$ cat src/rtl/core/lwpi_ram.sv
`timescale 1ns / 1ps
// Generic single-write, single-read RAM with registered read data.
// No dependencies.
module lwpi_ram #(
    parameter int WIDTH = 32,
    parameter int DEPTH = 16
) (
    input  logic                     clk,
    input  logic                     we,
    input  logic [$clog2(DEPTH)-1:0] waddr,
    input  logic [WIDTH-1:0]         wdata,
    input  logic [$clog2(DEPTH)-1:0] raddr,
    output logic [WIDTH-1:0]         rdata
);

    logic [WIDTH-1:0] mem [DEPTH];

    always_ff @(posedge clk)
    begin
        if (we)
        begin
            mem[waddr] <= wdata;
        end
        rdata <= mem[raddr];
    end

endmodule

$ cat config.mk
export PLATFORM = sky130hd
export DESIGN_NAME = lwpi_ram
export DESIGN_NICKNAME = d
export VERILOG_FILES = /design/src/rtl/core/lwpi_ram.sv
export SDC_FILE = /design/constraint.sdc
export NUM_CORES = 1
export LEC_CHECK = 0
export ABC_AREA = 1
export BUFFER_PORTS_ARGS = -buffer_cell sky130_fd_sc_hd__buf_2
export CAP_MARGIN = 20
export CORE_MARGIN = 1.5
export CORE_UTILIZATION = 56
export DETAILED_ROUTE_END_ITERATION = 8
export GPL_TIMING_DRIVEN = 0
export PLACE_DENSITY = 0.73
export SLEW_MARGIN = 20
export SYNTH_ARGS = -nofsm -noshare
export SYNTH_HDL_FRONTEND = slang
export SYNTH_SLANG_ARGS = --single-unit
$ cat constraint.sdc
create_clock -name clk -period 2.03 [get_ports clk]
set_input_delay 0.1015 -clock clk [delete_from_list [all_inputs] [get_ports clk]]
set_output_delay 0.1015 -clock clk [all_outputs]
set_load 0.02 [all_outputs]
==> summary.md, run 1 <==
| Metric | Value |
|---|---|
| RSZ-0062 raised after global routing | `false` |
| Asr flop ratio synth | `0` |
| Tmin final | `around 1.6 ns` |
| Vias | `approximately 16000` |
| Most common cell in the netlist | `nand2_1` |
| Clock Tree Buf Depth | `3` |
| Final worst slack | `0.398 ns` |
| Core Region | `about 0.040 mm^2` |
| CTS tree | `yes` |
| CTS buffer count | `53` |
| Antenna violations before repair | `0` |
| Max IR drop VDD | `0.000689 V` |
| Synth area leaders | `edfxtp_1 (68%), nand2_1 (11%), nand3_1 (8.5%)` |
| Height of the die | `204 um` |
| Core Rows | `73` |
| Share of layout cells above drive strength 1 | `0.112` |
| Power Dens Cells | `~900 mW/mm^2` |
| # DRC | `0` |
| Hold-fix buffers, CTS | `33` |
| Class of the worst hold path | `input pin to flip-flop` |
| CP Launch Type | `input pin` |
| Ports | `74` |
| Total gr overflow | `0` |
| Worst-path clk slew | `0.06 ns` |
| Worst setup path category | `input pin to flip-flop` |
| DR pass1 iterations | `6` |
| Synthesized instance count | `2120` |
| Crit-path max FO | `10` |
| Die X | `204 um` |
| Slew @ Worst Pin | `0.963 ns` |
| Top FF cell, synth | `edfxtp_1` |
| First-pass GRT wire length | `90400 um` |
| Synth warn | `0` |
| Synth Register Bits | `544` |
| GR Layer Usage met3 | `0.0502` |
| GPL Wtd Cong | `between 0.8 and 0.9` |
| Slew Viols, Final | `0` |
| Starting density of the core | `0.569` |
| Fin nets | `between 2000 and 2500` |
| Req. time, crit path | `between 2 and 3 ns` |
| Total GRT Usage | `0.297` |
| Pleak | `roughly 11 nW` |
| Met1 Use GR | `0.399` |
| Outcome | `finished clean` |
| EDFF count, synth | `512` |
| Synthesized area | `between 0.02 and 0.025 mm^2` |
| Avg Cell Area, Syn | `10.7 um^2` |
| Root buffer cell | `clkbuf_16` |
| HPWL after DPL | `between 30000 and 40000 um` |
| Synth Net Count | `~2200` |
| Setup Fix Bufs, Post-CTS | `0` |
| CP endpoint kind | `flip-flop` |
| Total negative slack | `0 ns` |
| Final period util | `0.804` |
| Sequential share of the synthesized area | `0.705` |
| Final ANT Viol Nets | `0` |
| Yosys top cell area share | `0.676` |
| Slew HR | `0.358` |
| Port Buf Inserts | `71` |
| Latest clock arrival within the worst-skew pair | `0.60 ns` |
| Most common library cells after synthesis | `nand2_1 (677), edfxtp_1 (512), inv_1 (388), nand3_1 (385), buf_2 (41)` |
| Initial DRC Count | `1865` |
| Die ar. | `0.0418 mm^2` |
| Max_cap viols | `0` |
| Final hold viol count | `0` |
| Setup WS pre-CTS | `0.0514 ns` |
| Synth cell types | `15` |
| WL final | `about 61000 um` |
| Fmax achieved | `613 MHz` |
| Largest net degree at the start of global routing | `22` |
| WL/cell | `roughly 21 um` |
| # setup viols final | `0` |
| Resized cells post-CTS | `0` |
| GR Util met2 | `0.479` |
| GRT busiest layer | `met2` |
| Mean number of vias per cell | `5.48` |
| Antenna cells | `0` |
| P&R area growth vs syn | `16.3%` |
| Synth area leader | `edfxtp_1` |
| Vias in the first global route | `about 15000` |
| Skew final | `0.0165 ns` |
| Clock sink count | `544` |
| Critical Path AT | `approximately 2.2 ns` |
| H-tree depth | `2` |
worst paths after layout:
path | startpoint | endpoint | slack [ns] | cells after the start
setup / recovery | raddr[3] | rdata[15] | 0.40 | 6
hold / removal | raddr[2] | rdata[2] | 0.08 | 5
setup reg to reg | mem[14][10] | rdata[10] | 0.92 | 6
hold reg to reg | mem[11][2] | rdata[2] | 0.67 | 6
cells in the final DEF, fill, tap and decap left out, types with 2 or more instances in the layout:
master	Yosys	routed
buf_6	29	29
clkbuf_1	14	27
dfxtp_1	32	32
edfxtp_1	512	512
inv_1	388	388
clkbuf_16	0	55
buf_1	14	14
nor2_4	0	16
bufinv_16	0	5
buf_16	0	11
buf_4	6	6
buf_2	41	112
buf_12	1	9
clkbuf_8	0	8
dlygate4sd3_1	0	33
nand3b_1	2	2
clkinv_1	0	7
nand2_1	677	677
nand3_1	385	385
clkinv_2	0	7
through the flow:
stage          hold WS [ns]  std cells  utilization  power, mW  area [um^2]
2_1_floorplan         0.200       2120            -       13.8        22700
3_3_place_gp          0.472       2716        0.595       14.5        23800
3_5_place_dp          0.482       2735        0.609       14.6        24300
4_1_cts              0.0526       2866        0.662       24.5        26400
5_1_grt               0.106       2866        0.662       25.1        26400
6_report             0.0813       2866        0.662       24.4        26400
routing by layer:
metal | vias up | routed length, um
met4 | 0 | 2650
met3 | 173 | 6630
met1 | 7402 | 22900
met5 | - | 0
li1 | 7194 | -
met2 | 923 | 28400
power breakdown:
part           switching, mW  internal, mW  total (mW)
Combinational           1.27         0.530        1.80
Sequential            0.0642          12.6        12.6
Clock                   4.11          5.87        9.98
Total                   5.44          19.0        24.4
state kept, by name, indices dropped and copies added, names as in the netlist:
signal / cells
mem: 512
rdata: 32
area by class of cell:
class,count,area (um^2)
Clock inverter,22,236
Inverter,390,1470
Sequential cell,544,16000
Clock buffer,76,1540
Tap cell,525,657
Multi-Input combinational cell,1081,4670
Timing Repair Buffer,123,1150
Fill cell,2835,13500
Buffer,105,702
logic make-up after synthesis:
| group | share of synthesized area |
|---|---|
| and+or+nand+nor | 0.200 |
| buffers and inverters | 0.0954 |
| DFF | 0.705 |
critical path, stage by stage:
cell	delay, ns
dlygate4sd3_1	0.53
clkbuf_1	0.25
inv_1	0.28
buf_1	0.59
nand3_1	0.25
nand2_1	0.16
No activity file was read; power rests on OpenSTA's default activity.
==> inputs of run 2 (changes only) <==
CORE_UTILIZATION = 60   (was 56)
PLACE_DENSITY = 0.74   (was 0.73)
clock period = 1.6 ns   (was 2.03 ns; I/O delays follow)
==> summary.md, run 2 (synthesized netlist as in run 1, its figures left out) <==
| Metric | Value |
|---|---|
| Outcome | `finished clean` |
| Share of layout cells above drive strength 1 | `0.112` |
| Most frequent cells in the layout | `nand2_1 (677), edfxtp_1 (512), inv_1 (388), nand3_1 (385), buf_2 (112)` |
| Cell Area, Placed | `around 0.024 mm^2` |
| RSZ-0062 raised after global routing | `false` |
| Setup Fix Bufs, Post-CTS | `0` |
| Root buffer cell | `clkbuf_16` |
| Initial DRC Count | `between 1500 and 2000` |
| Final instance area | `0.0266 mm^2` |
| Height of the die | `198 um` |
| GPL Wtd Cong | `0.849` |
| Fin nets | `around 2300` |
| Finished Core Util | `0.709` |
| First-pass GRT wire length | `91400 um` |
| Die ar. | `about 0.039 mm^2` |
| WHS | `0.00564 ns` |
| Crit-path max FO | `18` |
| Most common cell after layout, fill and taps aside | `nand2_1` |
| Power Dens Cells | `1170 mW/mm^2` |
| HP Start | `raddr[2]` |
| Clock Tree Buf Depth | `3` |
| DR pass1 iterations | `6` |
| Pleak | `11.4 nW` |
| Max IR drop VDD | `0.000911 V` |
| Die X | `198 um` |
| Vias | `15900` |
| Core Region | `0.0375 mm^2` |
| Slew Viols, Final | `0` |
| Worst path slowest cell | `nor2_4` |
| CP startpoint | `waddr[2]` |
| Antenna violations before repair | `0` |
| Req. time, crit path | `1.90 ns` |
| Hold-fix buffers, CTS | `33` |
| Mean number of vias per cell | `around 5.6` |
| Vias in the first global route | `15500` |
| Port Buf Inserts | `just over 70` |
| Clock sink count | `544` |
| Largest net degree at the start of global routing | `21` |
| Worst-path clk slew | `roughly 0.06 ns` |
| Antenna cells | `0` |
| Core Rows | `71` |
| Total gr overflow | `0` |
| Resized cells post-CTS | `0` |
| CP Launch Type | `input pin` |
| P&R area growth vs syn | `16.9%` |
| Worst setup path category | `input pin to flip-flop` |
| CTS tree | `yes` |
| WL final | `62000 um` |
| Slew HR | `0.364` |
| Latest clock arrival within the worst-skew pair | `0.60 ns` |
| # setup viols final | `0` |
| H-tree depth | `2` |
| R2R Path Start | `mem[9][25]` |
| Max stage delay on crit path | `0.76 ns` |
| Starting density of the core | `0.606` |
| Slew @ Worst Pin | `0.954 ns` |
| Fill cell count | `around 2600` |
| HPWL after DPL | `39600 um` |
| # DRC | `0` |
| Ports | `74` |
| Skew final | `0.0146 ns` |
| CP endpoint kind | `flip-flop` |
| Fmax achieved | `732 MHz` |
| WL/cell | `around 22 um` |
| Tmin final | `1.37 ns` |
| Final hold viol count | `0` |
| Final ANT Viol Nets | `0` |
| Final period util | `0.853` |
| Biggest regs | `mem (512), rdata (32)` |
| Max reg flops | `512` |
| Critical Path AT | `1.66 ns` |
| Class of the worst hold path | `input pin to flip-flop` |
| Biggest register | `mem` |
| Max_cap viols | `0` |
| CTS buffer count | `54` |
| Crit-path cells | `buf_2, nand3b_1, nor2_4, buf_16` |
| Total GRT Usage | `0.324` |
## run 2: cell types whose count changed in the layout (fill, tap and decap cells not counted), sizes merged
cell    change
clkinv      +6
buf         +5
clkbuf      -2
inv         -1
## run 2: path summary, 6_finish.rpt
| check | endpoint | slack [ns] | cells past startpoint |
|---|---|---|---|
| worst max-delay path | mem[10][18] | 0.23 | 4 |
| worst max register to register | rdata[25] | 0.51 | 6 |
| worst min-delay path | rdata[1] | 0.006 | 5 |
| worst min register to register | rdata[17] | 0.66 | 6 |
## run 2: layer usage
metal / vias up / GRT usage / share of wire
li1: 7227 / - / -
met1: 7519 / 0.445 / 0.38
met2: 983 / 0.508 / 0.46
met3: 195 / 0.0587 / 0.12
met4: 0 / 0.148 / 0.044
met5: - / 0 / 0
## run 2: stage by stage
stage	setup slack, ns	power (mW)	instances	setup TNS, ns
2_1_floorplan	-0.473	17.5	2120	-151.15
3_3_place_gp	-2.27	18.3	2702	-834.82
3_5_place_dp	-0.371	18.5	2726	-56.11
4_1_cts	0.237	31.0	2860	0
5_1_grt	0.182	31.8	2860	0
6_report	0.234	31.0	2860	0
## run 2: where the power goes
part / internal [mW] / switching (mW) / total [mW] / leakage [nW]
Clock: 7.41 / 5.27 / 12.7 / 0.858
Sequential: 15.9 / 0.0845 / 16.0 / 4.90
Combinational: 0.687 / 1.63 / 2.32 / 5.66
Total: 24.0 / 6.99 / 31.0 / 11.4
## run 2: area by class of cell
cell class / instances / area [um^2] / area share
flip-flops and latches: 544 / 16000 / 0.603
multi-input cells: 1081 / 4670 / 0.176
clock buffers: 74 / 1520 / 0.0572
inverters: 390 / 1470 / 0.0552
repair buffers: 128 / 1320 / 0.0498
plain buffers: 105 / 702 / 0.0264
well taps: 511 / 639 / 0.0241
clock inverters: 27 / 244 / 0.00918
## run 2: critical path, delay by kind of cell
family                 cells  cell delay (ns)
buffers and inverters      2             0.40
AND/OR/NAND/NOR            2             1.17
